File: src/hw/rtl/assert_macros.svh
// Assertion macros used by the frame receiver RTL (frc_parse_core).
// No dependencies; the macros are empty when SYNTHESIS is defined.
`ifndef ASSERT_MACROS_SVH
`define ASSERT_MACROS_SVH
`ifndef SYNTHESIS
`define ASSERT_CLK(lbl, clk, rst_n, prop, msg) \
  lbl: assert property (@(posedge clk) disable iff (!rst_n) prop) else $error(msg);
`define ASSERT_NEXT(lbl, clk, rst_n, ante, cons, msg) \
  lbl: assert property (@(posedge clk) disable iff (!rst_n) (ante) |=> (cons)) else $error(msg);
`else
`define ASSERT_CLK(lbl, clk, rst_n, prop, msg)
`define ASSERT_NEXT(lbl, clk, rst_n, ante, cons, msg)
`endif
`endif

File: src/hw/rtl/frc_pkg.sv
// Package for the frame receiver: status codes, register indexes, result type
// and the CRC-8 and ones'-complement helper functions. No dependencies.
`timescale 1ns / 1ps

package frc_pkg;

  typedef enum logic [1:0] {
    ST_PROGRESS = 2'd0,
    ST_GOOD     = 2'd1,
    ST_BAD      = 2'd2
  } status_t;

  localparam int unsigned CFG_IDX_W = 8;
  localparam logic [CFG_IDX_W-1:0] CFG_SYNC_FIRST  = 8'd0;
  localparam logic [CFG_IDX_W-1:0] CFG_SYNC_SECOND = 8'd1;

  localparam logic [7:0] SYNC_FIRST_RST  = 8'hAA;
  localparam logic [7:0] SYNC_SECOND_RST = 8'h55;
  localparam logic [7:0] CRC_POLY        = 8'h07;

  localparam int unsigned IDX_W = 17;

  typedef struct packed {
    logic             in_frame;
    logic [IDX_W-1:0] frame_index;
    status_t          status;
  } frc_result_t;

  function automatic logic [7:0] crc8_step(input logic [7:0] crc, input logic [7:0] b);
    logic [7:0] c;
    c = crc ^ b;
    for (int k = 0; k < 8; k++) begin
      if (c[7]) begin
        c = {c[6:0], 1'b0} ^ CRC_POLY;
      end else begin
        c = {c[6:0], 1'b0};
      end
    end
    return c;
  endfunction

  function automatic logic [15:0] ones_add(input logic [15:0] a, input logic [15:0] v);
    logic [16:0] s;
    s = {1'b0, a} + {1'b0, v};
    return s[15:0] + {15'd0, s[16]};
  endfunction

endpackage

File: src/hw/rtl/frame_receiver_crc8_checksum.sv
// Top level of the frame receiver: configuration registers, input register,
// parser core and result register. Depends on frc_pkg, frc_in_stage and frc_parse_core.
`timescale 1ns / 1ps

//  Channel | Direction | Handshake          | Payload
//  in_     | input     | in_valid/in_stall  | in_rx_byte
//  out_    | output    | out_valid/out_stall| out_byte_out, out_in_frame, out_frame_index, out_status
//  cfg_    | input     | cfg_valid/cfg_ready| cfg_index, cfg_data
//
// One word is accepted per cycle while in_stall is low; it passes through the input register,
// and its result is then registered in the result register, from which it can be taken.
// The parser state update is a single pass of CRC-8, 16-bit add and compare logic.
// Reset loads sync bytes 0xAA and 0x55 and clears all frame state; cfg_ready is always high.
// A stall on the output holds the result register and, with the input register
// full, raises in_stall in the same cycle.

module frame_receiver_crc8_checksum
  import frc_pkg::*;
(
  input  logic                 clk,
  input  logic                 rst_n,
  input  logic                 in_valid,
  output logic                 in_stall,
  input  logic [7:0]           in_rx_byte,
  output logic                 out_valid,
  input  logic                 out_stall,
  output logic [7:0]           out_byte_out,
  output logic                 out_in_frame,
  output logic [IDX_W-1:0]     out_frame_index,
  output logic [1:0]           out_status,
  input  logic                 cfg_valid,
  output logic                 cfg_ready,
  input  logic [CFG_IDX_W-1:0] cfg_index,
  input  logic [7:0]           cfg_data
);

  logic [7:0]  sync_first_r;
  logic [7:0]  sync_second_r;
  logic        s1_valid;
  logic [7:0]  s1_byte;
  logic        out_can;
  logic        step;
  frc_result_t result;

  logic        out_valid_r, out_valid_nxt;
  logic [7:0]  out_byte_r;
  frc_result_t out_res_r;

  assign cfg_ready = 1'b1;

  always_ff @(posedge clk) begin
    if (!rst_n) begin
      sync_first_r  <= SYNC_FIRST_RST;
      sync_second_r <= SYNC_SECOND_RST;
    end else if (cfg_valid && cfg_ready) begin
      unique case (cfg_index)
        CFG_SYNC_FIRST:  sync_first_r  <= cfg_data;
        CFG_SYNC_SECOND: sync_second_r <= cfg_data;
        default: ;
      endcase
    end
  end

  assign out_can = !out_valid_r || !out_stall;
  assign step    = s1_valid && out_can;

  frc_in_stage u_in_stage (
    .clk        (clk),
    .rst_n      (rst_n),
    .in_valid   (in_valid),
    .in_stall   (in_stall),
    .in_rx_byte (in_rx_byte),
    .take       (out_can),
    .s1_valid   (s1_valid),
    .s1_byte    (s1_byte)
  );

  frc_parse_core u_parse_core (
    .clk         (clk),
    .rst_n       (rst_n),
    .step        (step),
    .rx_byte     (s1_byte),
    .sync_first  (sync_first_r),
    .sync_second (sync_second_r),
    .result      (result)
  );

  always_comb begin
    out_valid_nxt = out_valid_r;
    if (step) begin
      out_valid_nxt = 1'b1;
    end else if (!out_stall) begin
      out_valid_nxt = 1'b0;
    end
  end

  always_ff @(posedge clk) begin
    if (!rst_n) begin
      out_valid_r <= 1'b0;
    end else begin
      out_valid_r <= out_valid_nxt;
    end
  end

  always_ff @(posedge clk) begin
    if (step) begin
      out_byte_r <= s1_byte;
      out_res_r  <= result;
    end
  end

  assign out_valid       = out_valid_r;
  assign out_byte_out    = out_byte_r;
  assign out_in_frame    = out_res_r.in_frame;
  assign out_frame_index = out_res_r.frame_index;
  assign out_status      = out_res_r.status;

endmodule

File: src/hw/rtl/frc_in_stage.sv
// Input register of the frame receiver: holds one received word until the
// parser takes it. Depends on nothing but the handshake signals around it.
`timescale 1ns / 1ps

module frc_in_stage (
  input  logic       clk,
  input  logic       rst_n,
  input  logic       in_valid,
  output logic       in_stall,
  input  logic [7:0] in_rx_byte,
  input  logic       take,
  output logic       s1_valid,
  output logic [7:0] s1_byte
);

  logic       s1_valid_r;
  logic       s1_valid_nxt;
  logic [7:0] s1_byte_r;
  logic       load;

  assign in_stall = s1_valid_r && !take;
  assign load     = in_valid && !in_stall;

  always_comb begin
    s1_valid_nxt = s1_valid_r;
    if (load) begin
      s1_valid_nxt = 1'b1;
    end else if (take) begin
      s1_valid_nxt = 1'b0;
    end
  end

  always_ff @(posedge clk) begin
    if (!rst_n) begin
      s1_valid_r <= 1'b0;
    end else begin
      s1_valid_r <= s1_valid_nxt;
    end
  end

  always_ff @(posedge clk) begin
    if (load) begin
      s1_byte_r <= in_rx_byte;
    end
  end

  assign s1_valid = s1_valid_r;
  assign s1_byte  = s1_byte_r;

endmodule

File: src/hw/rtl/frc_parse_core.sv
// Frame parser state and per-word logic: sync hunt, header CRC-8, length,
// body sum and trailer check. Depends on frc_pkg and assert_macros.svh.
`timescale 1ns / 1ps
`include "assert_macros.svh"

module frc_parse_core
  import frc_pkg::*;
(
  input  logic        clk,
  input  logic        rst_n,
  input  logic        step,
  input  logic [7:0]  rx_byte,
  input  logic [7:0]  sync_first,
  input  logic [7:0]  sync_second,
  output frc_result_t result
);

  localparam logic [IDX_W-1:0] IDX_SYNC1  = 17'd0;
  localparam logic [IDX_W-1:0] IDX_SYNC2  = 17'd1;
  localparam logic [IDX_W-1:0] IDX_LEN_LO = 17'd2;
  localparam logic [IDX_W-1:0] IDX_LEN_HI = 17'd3;
  localparam logic [IDX_W-1:0] IDX_CRC    = 17'd6;
  localparam logic [IDX_W-1:0] IDX_BODY   = 17'd7;

  logic [IDX_W-1:0] cnt_r, cnt_nxt;
  logic [15:0]      len_r, len_nxt;
  logic [7:0]       crc_r, crc_nxt;
  logic [15:0]      sum_r, sum_nxt;
  logic [7:0]       held_r, held_nxt;
  logic [7:0]       tlo_r, tlo_nxt;

  logic             kept;
  status_t          status;
  logic [IDX_W-1:0] lim;
  logic [15:0]      fin_sum;
  logic [15:0]      check;
  logic [15:0]      got;

  always_comb begin
    cnt_nxt  = cnt_r;
    len_nxt  = len_r;
    crc_nxt  = crc_r;
    sum_nxt  = sum_r;
    held_nxt = held_r;
    tlo_nxt  = tlo_r;
    kept     = 1'b0;
    status   = ST_PROGRESS;
    lim      = {1'b0, len_r} + 17'd5;
    got      = {rx_byte, tlo_r};
    fin_sum  = len_r[0] ? ones_add(sum_r, {8'h00, held_r}) : sum_r;
    check    = (len_r == 16'd2) ? 16'h0000 : ~fin_sum;

    if (cnt_r == IDX_SYNC1) begin
      if (rx_byte == sync_first) begin
        kept     = 1'b1;
        crc_nxt  = crc8_step(8'h00, rx_byte);
        len_nxt  = 16'h0000;
        sum_nxt  = 16'h0000;
        held_nxt = 8'h00;
        tlo_nxt  = 8'h00;
        cnt_nxt  = IDX_SYNC2;
      end
    end else if (cnt_r == IDX_SYNC2) begin
      if (rx_byte == sync_second) begin
        kept    = 1'b1;
        crc_nxt = crc8_step(crc_r, rx_byte);
        cnt_nxt = IDX_LEN_LO;
      end else begin
        cnt_nxt = IDX_SYNC1;
      end
    end else if (cnt_r < IDX_CRC) begin
      kept    = 1'b1;
      crc_nxt = crc8_step(crc_r, rx_byte);
      if (cnt_r == IDX_LEN_LO) begin
        len_nxt = {len_r[15:8], rx_byte};
      end else if (cnt_r == IDX_LEN_HI) begin
        len_nxt = {rx_byte, len_r[7:0]};
      end
      cnt_nxt = cnt_r + 17'd1;
    end else if (cnt_r == IDX_CRC) begin
      kept = 1'b1;
      if (rx_byte != crc_r) begin
        cnt_nxt = IDX_SYNC1;
      end else if (len_r < 16'd2) begin
        status  = ST_BAD;
        cnt_nxt = IDX_SYNC1;
      end else begin
        cnt_nxt = IDX_BODY;
      end
    end else begin
      kept = 1'b1;
      if (cnt_r < lim) begin
        // Body words start at an odd frame position.
        if (cnt_r[0]) begin
          held_nxt = rx_byte;
        end else begin
          sum_nxt = ones_add(sum_r, {held_r, rx_byte});
        end
        cnt_nxt = cnt_r + 17'd1;
      end else if (cnt_r == lim) begin
        tlo_nxt = rx_byte;
        cnt_nxt = cnt_r + 17'd1;
      end else begin
        status  = (check == got) ? ST_GOOD : ST_BAD;
        cnt_nxt = IDX_SYNC1;
      end
    end
  end

  always_ff @(posedge clk) begin
    if (!rst_n) begin
      cnt_r  <= '0;
      len_r  <= '0;
      crc_r  <= '0;
      sum_r  <= '0;
      held_r <= '0;
      tlo_r  <= '0;
    end else if (step) begin
      cnt_r  <= cnt_nxt;
      len_r  <= len_nxt;
      crc_r  <= crc_nxt;
      sum_r  <= sum_nxt;
      held_r <= held_nxt;
      tlo_r  <= tlo_nxt;
    end
  end

  assign result.in_frame    = kept;
  assign result.frame_index = kept ? cnt_r : '0;
  assign result.status      = status;

  `ASSERT_CLK(a_status_kept, clk, rst_n, (status != ST_PROGRESS) |-> kept, "status without kept word")
  `ASSERT_NEXT(a_end_resets, clk, rst_n, step && (status != ST_PROGRESS), cnt_r == IDX_SYNC1, "frame end did not restart the hunt")
  `ASSERT_CLK(a_cnt_bound, clk, rst_n, (cnt_r > IDX_BODY) |-> (cnt_r <= ({1'b0, len_r} + 17'd6)), "position past frame end")

endmodule

File: config.mk
export PLATFORM = sky130hd
export DESIGN_NAME = frame_receiver_crc8_checksum
export DESIGN_NICKNAME = d
export VERILOG_FILES = /design/src/hw/rtl/frc_pkg.sv /design/src/hw/rtl/frame_receiver_crc8_checksum.sv /design/src/hw/rtl/frc_in_stage.sv /design/src/hw/rtl/frc_parse_core.sv
export VERILOG_INCLUDE_DIRS = /design/src /design/src/hw/rtl
export SDC_FILE = /design/constraint.sdc
export NUM_CORES = 1
export LEC_CHECK = 0
export BUFFER_PORTS_ARGS = -buffer_cell sky130_fd_sc_hd__buf_2
export CAP_MARGIN = 15
export CORE_UTILIZATION = 45
export DETAILED_ROUTE_END_ITERATION = 12
export PLACE_DENSITY_LB_ADDON = 0.12
export SYNTH_ARGS = -nofsm -noshare
export SYNTH_HDL_FRONTEND = slang
export SYNTH_SLANG_ARGS = --single-unit
File: constraint.sdc
create_clock -name clk -period 3.85 [get_ports clk]
set_input_delay 0.77 -clock clk [delete_from_list [all_inputs] [get_ports clk]]
set_output_delay 0.77 -clock clk [all_outputs]
set_load 0.02 [all_outputs]
# Word level (Yosys, flattened, before mapping)

Cells that the tools add are included.

Bits in registers: 127
Bits in latches: 0
Memory bits (writable): 0
Bits in read-only memories: 0
Input port bits: 29
Word-level logic and storage cells: 233
Memories kept: 0

Add/sub/neg operators: 6
$mul: 0
Div/mod/pow operators: 0
Order comparisons: 3
Equal/unequal tests: 20
Shift-type cells: 0
Muxes and demuxes: 135
Bitwise operators: 25
Reduce and logical (&&, ||, !) cells: 28

Operator list:

| cell                  | number |
|---|---|
| $mux 8                | 74 |
| $mux 16               | 14 |
| $mux 17               | 8 |
| $mux 3                | 24 |
| $not 3->3             | 23 |
| $eq 17x2->1 const B   | 2 |
| $add 16x1->16         | 2 |
| $reduce_and 7->1      | 3 |
| $add 16x16->17        | 1 |
| $add 16x3->17 const B | 1 |
| $add 16x8->17         | 1 |
| $add 17x1->17 const B | 1 |
| $eq 17x1->1 const B   | 1 |
| $eq 17x17->1          | 1 |
| $eq 17x3->1 const B   | 1 |
| $logic_not 17->1      | 1 |
| $lt 17x17->1          | 1 |
| $lt 17x3->1 const B   | 1 |
| $eq 16x16->1          | 1 |
| $eq 16x2->1 const B   | 1 |
| $eq 8x8->1            | 2 |
| $lt 16x2->1 const B   | 1 |
| $not 16->16           | 1 |
| $mux 2                | 7 |
| other kinds (18)      | 44 |

# Logic depth before layout (Yosys ltp)

Gate-level depths: netlist of the first run.

Depth after elaboration: 41
Mapped depth: 21
Gate-level depth less buffers: 20

# Modules after synthesis

Synthesis of the first run repeated with hierarchy kept, for this count alone.

Cells, all modules: 1074
Area total of the unflattened synthesis: 9163.8 sq um

Modules (own cells, without submodules):

| module                       | instances | cells an instance | area each (sq um) | seq. area each (sq um) |
|---|---|---|---|---|
| frc_parse_core               | 1         | 955               | 7255.7            | 1461.4 |
| frame_receiver_crc8_checksum | 1         | 107               | 1620.3            | 1181.1 |
| frc_in_stage                 | 1         | 12                | 287.8             | 260.2 |

# Worst setup path before layout of the first run

OpenSTA, ideal clock, no wires.

Path type: register -> register
Start point: register u_parse_core.len_r[0]
End point: register u_parse_core.cnt_r[13]
Arrival: 4.132 ns
Setup slack: -0.373 ns
Stages on the path, launching flop included: 20
Cells stage by stage: dfxtp_1 clkbuf_1 clkbuf_1 clkbuf_1 a21oi_1 nor2_1 nand3_1 xor2_1 ha_1 a21o_1 a21o_1 a21oi_1 nor2_1 a2111oi_0 o21ai_0 a21oi_1 nor2_1 nor3_2 a41oi_1 a311oi_1

Word-level cells in the longest chain between the ends: 8
Elaborated cells on any way between the ends: 9
Those cells by class: 1 x add/sub; 1 x order compare; 1 x eq/ne; 6 x mux

Ends and longest elaborated chain:

| element                                              | line                  | RTL |
|---|---|---|
| start: declaration                                   | frc_parse_core.sv:26  | `logic [15:0] len_r, len_nxt;` |
| start signal: assignment                             | frc_parse_core.sv:120 | `len_r <= len_nxt;` |
| $add 16x3->17 (*)                                    | frc_parse_core.sv:48  | `lim = {1'b0, len_r} + 17'd5;` |
| branches (longest 2 deep; another with $lt 17x17->1) | -                     |  |
| $mux 17 (*)                                          | frc_parse_core.sv:92  | `if (cnt_r < lim) begin` |
| $mux 17 (*)                                          | frc_parse_core.sv:80  | `end else if (cnt_r == IDX_CRC) begin` |
| $mux 17 (*)                                          | frc_parse_core.sv:71  | `end else if (cnt_r < IDX_CRC) begin` |
| $mux 17 (*)                                          | frc_parse_core.sv:63  | `end else if (cnt_r == IDX_SYNC2) begin` |
| $mux 17 (*)                                          | frc_parse_core.sv:53  | `if (cnt_r == IDX_SYNC1) begin` |
| end signal: assignment                               | frc_parse_core.sv:119 | `cnt_r <= cnt_nxt;` |
| end: declaration                                     | frc_parse_core.sv:25  | `logic [IDX_W-1:0] cnt_r, cnt_nxt;` |

Mark *: on every way between the ends.
A chain may end at the register's enable or synchronous reset.

# Worst setup path after layout of the first run

Start point: register u_parse_core.held_r[0]
End point: register out_res_r (netlist bit out_status[1]) (data pin)

Word-level cells in the longest chain between the ends: 10

Ends and longest elaborated chain:

| element                  | line                                | RTL |
|---|---|---|
| start: declaration       | frc_parse_core.sv:29                | `logic [7:0] held_r, held_nxt;` |
| start signal: assignment | frc_parse_core.sv:123               | `held_r <= held_nxt;` |
| $add 16x8->17            | frc_pkg.sv:44                       | `s = {1'b0, a} + {1'b0, v};` |
| $add 16x1->16            | frc_pkg.sv:45                       | `return s[15:0] + {15'd0, s[16]};` |
| $mux 16                  | frc_parse_core.sv:50                | `fin_sum = len_r[0] ? ones_add(sum_r, {8'h00, held_r}) : sum_r;` |
| $not 16->16              | frc_parse_core.sv:51                | `check = (len_r == 16'd2) ? 16'h0000 : ~fin_sum;` |
| $mux 16                  | frc_parse_core.sv:51                |  |
| $eq 16x16->1             | frc_parse_core.sv:104               | `status = (check == got) ? ST_GOOD : ST_BAD;` |
| $mux 2                   | frc_parse_core.sv:104               |  |
| $mux 2                   | frc_parse_core.sv:100               | `end else if (cnt_r == lim) begin` |
| $mux 2                   | frc_parse_core.sv:92                |  |
| $mux 2                   | frc_parse_core.sv:80                |  |
| end signal: assignment   | frame_receiver_crc8_checksum.sv:108 | `out_res_r <= result;` |
| end: declaration         | frame_receiver_crc8_checksum.sv:47  | `frc_result_t out_res_r;` |

No other way between the ends.

==> impl_metrics.ini, run 1 <==
[routing]
vias_per_cell = 5.67
drc_errors = 0
post_drt_wl_per_cell_um = 17.6
postRouteAntennaNets = 0
wl_mm = 26.2
first_pass_iters = 5
first_iter_violations = 483
vias = 8433

[cells_and_area]
multiInputGateArea_um2 = 6140
antenna_cells = 0
layout-drive-gt1-share_pct = 24.4
area_growth_pct = 23.5
regArea_um2 = 2910
fill_cells = 1796
design_area_um2 = 11300
layout_common_cells = buf_4 (125), nor2_1 (121), dfxtp_1 (88), nand2_1 (73), buf_2 (58)
final_common_cell = buf_4
final_nets = 1293

[floorplan]
std_cell_rows = 51
die_x_um = 144
ioPinCount = 60
die_area_um2 = 20900
core_area_um2 = 19700
dieHeight_um = 144
start_util_pct = 46.5

[place]
gp_congestion = 0.862
place_ws_ns = -0.474
io_buffers = 58
hpwl_mm = 19.1
placedInstanceArea_um2 = 10400

[logic_synthesis]
async_flop_share_pct = 0
synthFlopType = dfxtp_1
syn_avg_cell_area_um2 = 8.52
netlist_instances = 1072
yosysSeqAreaShare_pct = 31.8
yosys_warnings = 0
yosysUniqueCellTypes = 90
synth_edf_count = 36
syn_area_um2 = 9140
ys_seq_elements = 127
synth_fp_nets = 1157

[grt]
grt_usage_pct = 26.0
grt_pass1_vias = 7895
grt_remaining_overflow = 0
grt_pass1_wl_mm = 41.5
grt_max_degree = 72
antenna_found_initial = 0

[sta]
hold_viol = 0
max_freq_mhz = 232
grt_setup_unrepaired = true
setup_ws_ns = -0.461
finalCriticalPeriod_ns = 4.31
worst_pin_slew_ns = 1.02
setup-violations-final = 2
slew_headroom_pct = 31.6
drv_slew = 0
fin_crit_sh_pct = 112
skew_ns = 0.00930
tns_ns = -0.870

[critical_path]
r2r-start = u_parse_core.held_r[0]$_SDFFE_PN0P_
path_class = reg -> reg
worstPathArrival_ns = 4.48
r2r_cells = 21
cp-end-kind = register
r2r_end = out_status[1]$_SDFFCE_PN0P_
required_ns = 4.02
start_kind = register
cp_max_fo = 3
ff2ff_setup_slack_ns = -0.46

[run]
drv_cap = 0

[clocking]
clk_latency_ns = 0.42
cts_tree = done
cts_hold_buf = 0
cts_buffers = 17
clk_root_buffer_cell = clkbuf_16
h-tree-depth = 4
clk_pin_slew_ns = 0.06
cts.sinks = 127
clockBufferDepth = 2

[worst_hold_path]
holdPathEnd = sync_first_r[7]$_SDFFE_PN1P_
min_path_type = reg -> reg
hold_depth = 2
holdCritStartpoint = sync_first_r[7]$_SDFFE_PN1P_

[power_and_ir_drop]
peakVddDrop_uv = 311
pwr_density_cell_nw_per_um2 = 281
p_leak_nw = 4.64

[status]
violations = setup timing
status = complete, but fails checks
[critical path, cell delays in order, from the launching register on]
cell	delay (ns)
dfxtp_2	0.36
ha_4	0.14
inv_2	0.04
fa_2	0.34
and2b_1	0.21
o211ai_1	0.14
a211oi_2	0.28
nand2_1	0.12
nor2_2	0.14
ha_2	0.23
buf_6	0.10
nor2b_4	0.15
nand2_2	0.10
o2111a_1	0.14
a211o_1	0.24
xnor2_1	0.18
o2111ai_1	0.15
a211oi_2	0.19
nand4_1	0.15
nor4b_2	0.28
o2111a_1	0.28
o22ai_2	0.09
[worst max-delay path by stage]
stage	start	to	slack [ns]	cells past startpoint
2_1_floorplan	u_parse_core.held_r[0]$_SDFFE_PN0P_	out_status[1]$_SDFFCE_PN0P_	-0.24	20
6_report	u_parse_core.held_r[0]$_SDFFE_PN0P_	out_status[1]$_SDFFCE_PN0P_	-0.46	21
4_1_cts	u_parse_core.sum_r[0]$_SDFFE_PN0P_	out_status[1]$_SDFFCE_PN0P_	-0.45	20
3_5_place_dp	u_parse_core.held_r[0]$_SDFFE_PN0P_	out_status[1]$_SDFFCE_PN0P_	-0.47	20
3_3_place_gp	u_parse_core.held_r[0]$_SDFFE_PN0P_	out_status[1]$_SDFFCE_PN0P_	-0.34	20
5_1_grt	u_parse_core.held_r[0]$_SDFFE_PN0P_	out_status[1]$_SDFFCE_PN0P_	-0.71	21
[flip-flops by register name, summed over array words and instances (netlist names)]
| signal | cells |
|---|---|
| u_parse_core.len_r | 16 |
| sync_first_r | 8 |
| u_in_stage.s1_valid | 1 |
| u_parse_core.held_r | 8 |
| u_parse_core.tlo_r | 8 |
| out_byte_out | 8 |
| u_parse_core.sum_r | 16 |
| u_parse_core.crc_r | 8 |
| out_valid | 1 |
| out_status | 2 |
| sync_second_r | 8 |
| out_in_frame | 1 |
| u_parse_core.cnt_r | 17 |
| out_frame_index | 17 |
| u_in_stage.s1_byte | 8 |
[power breakdown]
group	total, mW	switching (mW)	internal [mW]
logic	0.211	0.131	0.0794
registers	1.40	0.00814	1.39
clock network	1.57	0.666	0.899
total	3.18	0.805	2.37
[cell usage after synthesis, types with 4 or more instances]
| cell type | number | area (um2) |
|---|---|---|
| o21a_1 | 7 | 52.6 |
| nand3_1 | 41 | 205 |
| o41ai_1 | 4 | 35.0 |
| nor2b_1 | 13 | 81.3 |
| nand2_1 | 74 | 278 |
| a22oi_1 | 15 | 113 |
| xnor2_1 | 54 | 473 |
| clkbuf_1 | 53 | 199 |
| xor2_1 | 53 | 464 |
| nor2_1 | 128 | 480 |
| nor3b_1 | 4 | 30.0 |
| or4_1 | 4 | 30.0 |
| o21ai_0 | 39 | 195 |
| a21o_1 | 19 | 143 |
| and2_1 | 14 | 87.6 |
| and3_1 | 20 | 125 |
| a311oi_1 | 4 | 35.0 |
| inv_1 | 21 | 78.8 |
| buf_2 | 10 | 50.1 |
| nor4_1 | 16 | 100 |
| nand4_1 | 15 | 93.8 |
| o22ai_1 | 6 | 37.5 |
| nand3b_1 | 9 | 67.6 |
| or2_2 | 6 | 37.5 |
| edfxtp_1 | 36 | 1080 |
| o31ai_1 | 8 | 60.1 |
| nor3_1 | 33 | 165 |
| a31oi_1 | 12 | 75.1 |
| or3_1 | 6 | 37.5 |
| ha_1 | 54 | 676 |
| o211ai_1 | 6 | 45.0 |
| mux2i_1 | 44 | 440 |
| a21oi_1 | 49 | 245 |
| nand2b_1 | 6 | 37.5 |
| o2111ai_1 | 5 | 43.8 |
| a211oi_1 | 8 | 60.1 |
| dfxtp_1 | 91 | 1820 |
[through the flow]
step / total power, mW / hold WS (ns) / util [%] / instances
after CTS: 3.20 / 0.500 / 56.3 / 1481
after global placement: 1.63 / 0.476 / 52.8 / 1442
after detailed placement: 1.64 / 0.483 / 52.8 / 1442
after floorplan: 1.56 / 0.451 / - / 1072
final: 3.18 / 0.499 / 57.4 / 1486
after global routing: 3.28 / 0.504 / 57.4 / 1486
[cells by family after synthesis]
logic type,synth area share [%]
buf+inv,4.16
flops,31.8
compound gates,17.9
xor+xnor,10.3
simple gates,22.9
fa+ha+maj,7.83
other cells,0.0410
mux,5.19
[cell type report]
class | instances | share of cell area [%]
clock buffers | 19 | 3.84
clock inverters | 13 | 1.13
inverters | 22 | 0.732
multi-input cells | 854 | 54.4
flip-flops and latches | 127 | 25.8
well taps | 265 | 2.94
repair buffers | 186 | 11.2
[repair_timing]
action	CTS	global route
endpoints found under the setup margin	15	50
hold endpoints to repair	0	0
pin swaps	16	37
gates resized for setup	14	43
buffers inserted	7	6
[routing by layer]
layer | part of all wire, % | vias up | routed length, um | global-route usage [%]
li1 | - | 4190 | - | -
met1 | 48 | 4000 | 12600 | 35.5
met2 | 46 | 215 | 12000 | 42.1
met3 | 4.8 | 28 | 1260 | 4.40
met4 | 1.4 | 0 | 359 | 6.98
met5 | 0 | - | 0 | 0
Note: power is estimated with default switching activity, not from simulation.
==> run 2: changes to the inputs <==
--- a/config.mk
+++ b/config.mk
@@ -8,7 +8,9 @@
 export LEC_CHECK = 0
 export BUFFER_PORTS_ARGS = -buffer_cell sky130_fd_sc_hd__buf_2
 export CAP_MARGIN = 15
-export CORE_UTILIZATION = 45
+export CELL_PAD_IN_SITES_DETAIL_PLACEMENT = 1
+export CELL_PAD_IN_SITES_GLOBAL_PLACEMENT = 1
+export CORE_UTILIZATION = 43
 export DETAILED_ROUTE_END_ITERATION = 12
 export PLACE_DENSITY_LB_ADDON = 0.12
 export SYNTH_ARGS = -nofsm -noshare
==> run 2 against run 1 <==
Net effect:
- the flow still finishes with violations (setup timing)
- cell count increased by 2.3%
- sequential power about the same
- sequential share of layout area decreased by 0.71 points
- setup slack got worse by 0.096 ns
- first-iteration DRC count increased by 31%
- clock skew increased by 0.0029 ns
- hold slack about the same
- global-route usage increased by 2.7 points
- largest power group unchanged
- die area increased by 4.6%
- design area increased by 2.8%
- routed wire length increased by 22%
- clock-buffer cell count unchanged
- largest cell class unchanged
==> impl_metrics.ini, run 2 (same netlist as run 1, synthesis figures left out) <==
[power_and_ir_drop]
power_mw = 3.16
p_leak_nw = 4.79
peakVddDrop_uv = 286
pwr_density_cell_nw_per_um2 = 272

[routing]
wl_mm = 31.9
first_pass_iters = 5
post_drt_wl_per_cell_um = 21.0
vias = 8978
first_iter_violations = 631
postRouteAntennaNets = 0
vias_per_cell = 5.91
drc_errors = 0

[critical_path]
worst-path-stages = 21
slowest_stage = fa_2
worstPathArrival_ns = 4.58
path_class = reg -> reg
r2r-start = u_parse_core.sum_r[0]$_SDFFE_PN0P_
cp_cell_sequence = ha_4 > inv_4 > fa_2 > and2b_1 > o211ai_1 > a211oi_2 > nand2_2 > nor2_4 > ha_4 > ha_4 > nand2_1 > nor2_2 > nand3_2 > buf_4 > nor4_1 > o211ai_1 > xor2_1 > a21boi_0 > nor4b_2 > o2111a_2 > o22ai_1
slowest_delay_ns = 0.38
crit_top_cell = ha_4
r2r_end = out_status[1]$_SDFFCE_PN0P_
path_buf_inv = 2
required_ns = 4.02
cp-startpoint = u_parse_core.sum_r[0]$_SDFFE_PN0P_
setup.worst_path.end = out_status[1]$_SDFFCE_PN0P_
cp-end-kind = register
start_kind = register
r2r_cells = 21
ff2ff_setup_slack_ns = -0.56
cp_top_family = simple AND/OR/NAND/NOR gates
cp_max_fo = 5

[place]
gp_congestion = 0.850
post-place-cells = 1461
io_buffers = 58
place_ws_ns = -0.522
hpwl_mm = 22.3

[worst_hold_path]
min_path_type = reg -> reg

[grt]
grt_usage_pct = 28.7
grt_max_degree = 52
grt_pass1_vias = 8995
grt_pass1_wl_mm = 48.7
antenna_found_initial = 0
grt_remaining_overflow = 0

[clocking]
cts.sinks = 127
cts_tree = done
h-tree-depth = 4
cts_buffers = 17
clockBufferDepth = 2
clk_root_buffer_cell = clkbuf_16
clk_latency_ns = 0.44
clk_pin_slew_ns = 0.07

[sta]
setup-violations-final = 11
max_freq_mhz = 227
fin_crit_sh_pct = 114
hold_viol = 0
tns_ns = -1.81
finalCriticalPeriod_ns = 4.41
slew_headroom_pct = 23.9
skew_ns = 0.0122
drv_slew = 0
setup_ws_ns = -0.558
grt_setup_unrepaired = true
holdWs_ns = 0.498
worst_pin_slew_ns = 1.14

[run]
drv_cap = 0

[status]
violations = setup timing
status = complete, but fails checks

[cells_and_area]
instances_no_fill = 1520
antenna_cells = 0
layout-drive-gt1-share_pct = 27.4
final_nets = 1322
layout_common_cells = buf_4 (151), nor2_1 (121), dfxtp_1 (88), nand2_1 (68), buf_2 (58)
area_growth_pct = 27.1
final_common_cell = buf_4

[floorplan]
start_util_pct = 44.4
std_cell_rows = 52
die_x_um = 148
dieHeight_um = 148
die_area_um2 = 21800
ioPinCount = 60
core_area_um2 = 20600
## run 2: changes by cell type in the layout (fill, tap and decap cells not counted), sizes merged
cell and delta:
bufinv -1, clkinvlp +2, buf +29, clkinv -1
## run 2: metrics by stage
step	instance area, um2	utilization, %
2_1_floorplan	9180	-
3_3_place_gp	10500	51.1
3_5_place_dp	10500	51.1
4_1_cts	11300	54.8
5_1_grt	11600	56.5
6_report	11600	56.5
## run 2: where the power goes
group | total, mW | switching (mW) | internal, mW
clock network | 1.54 | 0.686 | 0.852
logic | 0.223 | 0.141 | 0.0816
registers | 1.40 | 0.00949 | 1.39
## run 2: metal layers
metal	share of wire, %	vias up	wire, um	GRT usage (%)
met5	0	-	0	0
met4	2.0	0	624	8.66
met3	4.2	56	1320	4.23
met2	49	247	15500	47.9
met1	45	4450	14400	38.3
li1	-	4225	-	-
## run 2: tightest hold or removal path: stages (launching register included)
cell     delay [ns]
dfxtp_1        0.34
mux2i_1        0.07
nand2_1        0.06
## run 2: repair_timing
action / in CTS / in global routing
buffers inserted: 16 / 15
cloned: 0 / 0
gates resized for setup: 19 / 55
hold buffers: 0 / 0
endpoints found under the setup margin: 14 / 43
pin swaps: 19 / 29
endpoints found under the hold margin: 0 / 0
## run 2: worst min-delay path by stage
stage / from / to / slack [ns] / depth (start not counted)
floorplan: u_in_stage.s1_valid$_SDFFE_PN0P_ / out_valid$_SDFFE_PN0P_ / 0.45 / 2
global placement: sync_second_r[6]$_SDFFE_PN1P_ / sync_second_r[6]$_SDFFE_PN1P_ / 0.48 / 2
detailed placement: sync_second_r[0]$_SDFFE_PN1P_ / sync_second_r[0]$_SDFFE_PN1P_ / 0.48 / 2
CTS: u_in_stage.s1_valid$_SDFFE_PN0P_ / out_valid$_SDFFE_PN0P_ / 0.50 / 2
global route: in_rx_byte[0] / u_in_stage.s1_byte[0]$_DFFE_PP_ / 0.50 / 1
finish: sync_second_r[0]$_SDFFE_PN1P_ / sync_second_r[0]$_SDFFE_PN1P_ / 0.50 / 2
## run 2: final cells by class
class                      count  area, um2
fill                        2465       8950
inverter                      22       85.1
multi-input combinational    854       6230
timing repair buffer         215       1500
clock inverter                13        106
tap                          270        338
clock buffer                  19        443
sequential                   127       2910
==> run 3: changes to the inputs <==
--- a/config.mk
+++ b/config.mk
@@ -6,11 +6,12 @@
 export SDC_FILE = /design/constraint.sdc
 export NUM_CORES = 1
 export LEC_CHECK = 0
+export ABC_AREA = 1
 export BUFFER_PORTS_ARGS = -buffer_cell sky130_fd_sc_hd__buf_2
 export CAP_MARGIN = 15
 export CELL_PAD_IN_SITES_DETAIL_PLACEMENT = 1
 export CELL_PAD_IN_SITES_GLOBAL_PLACEMENT = 1
-export CORE_UTILIZATION = 43
+export CORE_UTILIZATION = 41
 export DETAILED_ROUTE_END_ITERATION = 12
 export PLACE_DENSITY_LB_ADDON = 0.12
 export SYNTH_ARGS = -nofsm -noshare
==> run 3 against run 2 <==
Net effect:
- the flow now finishes without violations
- die area grew 10%
- routed wire length grew 3.5%
- flip-flop and latch count is the same
- clock power is essentially flat
- clock skew shrank 0.00078 ns
- via count grew 6.7%
- area after synthesis grew 5.2%
- register-to-register slack gained 0.62 ns
- synthesized cell count grew 29%
- clock-buffer cell count shrank 1
- critical path depth grew 3
- cell count grew 19%
- critical path type unchanged
- critical endpoint is now u_parse_core.sum_r[1]$_SDFFE_PN0P_
- largest cell class unchanged
- largest power group unchanged
- highest routed layer unchanged
==> impl_metrics.ini, run 3 <==
[grt]
grt_pass1_vias = 9776
grt_remaining_overflow = 0
antenna_found_initial = 0
grt_pass1_wl_mm = 51.7
grt_usage_pct = 27.8
grt_max_degree = 45

[sta]
grt_setup_unrepaired = true
worst_pin_slew_ns = 0.913
skew_ns = 0.0114
tns_ns = 0
drv_slew = 0
fin_crit_sh_pct = 98.4
setup-violations-final = 0
finalCriticalPeriod_ns = 3.79
setup_ws_ns = 0.0624
holdWs_ns = 0.483
hold_viol = 0
max_freq_mhz = 264
slew_headroom_pct = 38.7

[logic_synthesis]
yosys.area.top_type = dfxtp_1
yosys-top-cells-count = nand2_1 (342), inv_1 (143), nand3_1 (124)
synth_top_area_share_pct = 19.0
syn_avg_cell_area_um2 = 6.94
netlist_instances = 1384
synth_area_leaders = dfxtp_1 (19%), nand2_1 (13%), edfxtp_1 (11%), ha_1 (7.0%), nand3_1 (6.5%)
yosysUniqueCellTypes = 59
async_flop_share_pct = 0
yosys_warnings = 0
syn_area_um2 = 9610
yosysSeqAreaShare_pct = 30.2
synth_edf_count = 36
synthFlopType = dfxtp_1
ys_seq_elements = 127
yosysMostFrequentCell = nand2_1
synth_fp_nets = 1469

[critical_path]
required_ns = 4.20
cp_max_fo = 6
crit_top_cell = nor2_2
cp-end-kind = register
slowest_stage = dfxtp_2
cp_cell_sequence = ha_4 > nor2_2 > nor2_2 > nand3_1 > nand3b_1 > nor3_2 > inv_1 > nor2_2 > inv_2 > nor3_4 > nand2_1 > xor2_1 > ha_1 > a21oi_1 > o21ai_1 > a21oi_2 > nand3_2 > inv_2 > a21oi_4 > inv_4 > nand2_8 > nor2_4 > nand2_1 > a21oi_2
worstPathArrival_ns = 4.14
slowest_delay_ns = 0.36
cp_top_family = simple AND/OR/NAND/NOR gates
start_kind = register
path_buf_inv = 4
path_class = reg -> reg

[clocking]
cts_buffers = 17
clockBufferDepth = 2
cts_hold_buf = 0
h-tree-depth = 4
cts.sinks = 127
clk_pin_slew_ns = 0.07
clk_latency_ns = 0.43
clk_root_buffer_cell = clkbuf_16
cts_tree = done

[power_and_ir_drop]
combPwrFrac_pct = 8.5
internal_power_mw = 2.33
peakVddDrop_uv = 270
p_switching_mw = 0.888
power_mw = 3.22
p_clk_share_pct = 47.8
p_seq_share_pct = 43.6
switching_share_pct = 27.6
p_leak_nw = 5.04
pwr_density_cell_nw_per_um2 = 282

[routing]
first_iter_violations = 458
drc_errors = 0
vias = 9582
vias_per_cell = 5.32
first_pass_iters = 5
post_drt_wl_per_cell_um = 18.3
postRouteAntennaNets = 0
wl_mm = 33.0

[floorplan]
std_cell_rows = 55
dieHeight_um = 155
start_util_pct = 42.2
core_area_um2 = 22800
die_area_um2 = 24100
ioPinCount = 60
die_x_um = 155

[place]
io_buffers = 58
hpwl_mm = 25.3
place_ws_ns = -0.159
post-place-cells = 1754
gp_congestion = 0.899

[cells_and_area]
instances_no_fill = 1802
final_common_cell = nand2_1
layout-drive-gt1-share_pct = 19.9
layout_common_cells = nand2_1 (331), inv_1 (135), nand3_1 (111), a21oi_1 (104), nor2_1 (102)
final_nets = 1561
area_growth_pct = 19.0
antenna_cells = 0

[worst_hold_path]
min_path_type = reg -> reg

[status]
status = finished clean

[run]
drv_cap = 0
## run 3: cell types whose count changed after synthesis, sizes merged, moves of 25 or more
cell	change
nand3	+85
inv	+134
mux2i	-43
a21oi	+67
nand2	+285
clkbuf	-25
## run 3: cell type report
cell class,count,area (um2)
Timing Repair Buffer,119,772
Tap cell,313,392
Sequential cell,127,2910
Multi-Input combinational cell,1051,6200
Clock buffer,18,429
Fill cell,2904,11300
Clock inverter,14,121
Inverter,160,611
## run 3: power by group through the flow
| stage | registers, mW | clock network, mW | logic, mW |
|---|---|---|---|
| 5_1_grt | 1.41 | 1.61 | 0.299 |
| 6_report | 1.40 | 1.54 | 0.274 |
| 3_5_place_dp | 1.43 | 0 | 0.267 |
| 3_3_place_gp | 1.43 | 0 | 0.260 |
| 2_1_floorplan | 1.45 | 0 | 0.167 |
| 4_1_cts | 1.40 | 1.56 | 0.271 |
## run 3: worst register-to-register path: stages, from the launching register on
cell and delay [ns]:
dfxtp_2 0.36, ha_4 0.14, nor2_2 0.04, nor2_2 0.12, nand3_1 0.10, nand3b_1 0.22
nor3_2 0.17, inv_1 0.08, nor2_2 0.13, inv_2 0.08, nor3_4 0.23, nand2_1 0.10
xor2_1 0.15, ha_1 0.35, a21oi_1 0.17, o21ai_1 0.10, a21oi_2 0.13, nand3_2 0.12
inv_2 0.12, a21oi_4 0.08, inv_4 0.14, nand2_8 0.10, nor2_4 0.22, nand2_1 0.11
a21oi_2 0.15
## run 3: layer usage
metal / global-route usage (%) / part of all wire, % / up-vias
li1: - / - / 4754
met1: 33.3 / 44 / 4629
met2: 49.9 / 50 / 138
met3: 3.54 / 2.4 / 61
met4: 11.2 / 3.8 / 0
met5: 0 / 0 / -
## run 3: metrics by stage
step / util [%] / area (um2)
2_1_floorplan: - / 9610
3_3_place_gp: 45.7 / 10400
3_5_place_dp: 45.7 / 10400
4_1_cts: 48.3 / 11000
5_1_grt: 50.2 / 11400
6_report: 50.2 / 11400
## run 3: cells by family after synthesis
logic type,count (synthesis),share of synthesized area (%)
buffers and inverters,208,8.93
DFF,127,30.2
AOI/OAI and AO/OA,212,12.0
and+or+nand+nor,702,33.9
xor gates and xnor gates,76,7.16
other,1,0.0390
muxes,2,0.221
adders and majority gates,56,7.45
## run 3: worst paths after layout
path	from	end	slack, ns	cells after the start
min reg2reg	u_parse_core.tlo_r[2]$_SDFFE_PN0P_	u_parse_core.tlo_r[2]$_SDFFE_PN0P_	0.48	2
max	u_parse_core.len_r[0]$_SDFFE_PN0P_	u_parse_core.sum_r[1]$_SDFFE_PN0P_	0.06	24
min	u_parse_core.tlo_r[2]$_SDFFE_PN0P_	u_parse_core.tlo_r[2]$_SDFFE_PN0P_	0.48	2
max reg2reg	u_parse_core.len_r[0]$_SDFFE_PN0P_	u_parse_core.sum_r[1]$_SDFFE_PN0P_	0.06	24
## run 3: repair_timing
| action | CTS | global route |
|---|---|---|
| pin swaps | 7 | 39 |
| endpoints found under the setup margin | 19 | 51 |
| cloned | 0 | 3 |
| buffers inserted | 2 | 11 |
| resized for setup | 13 | 82 |
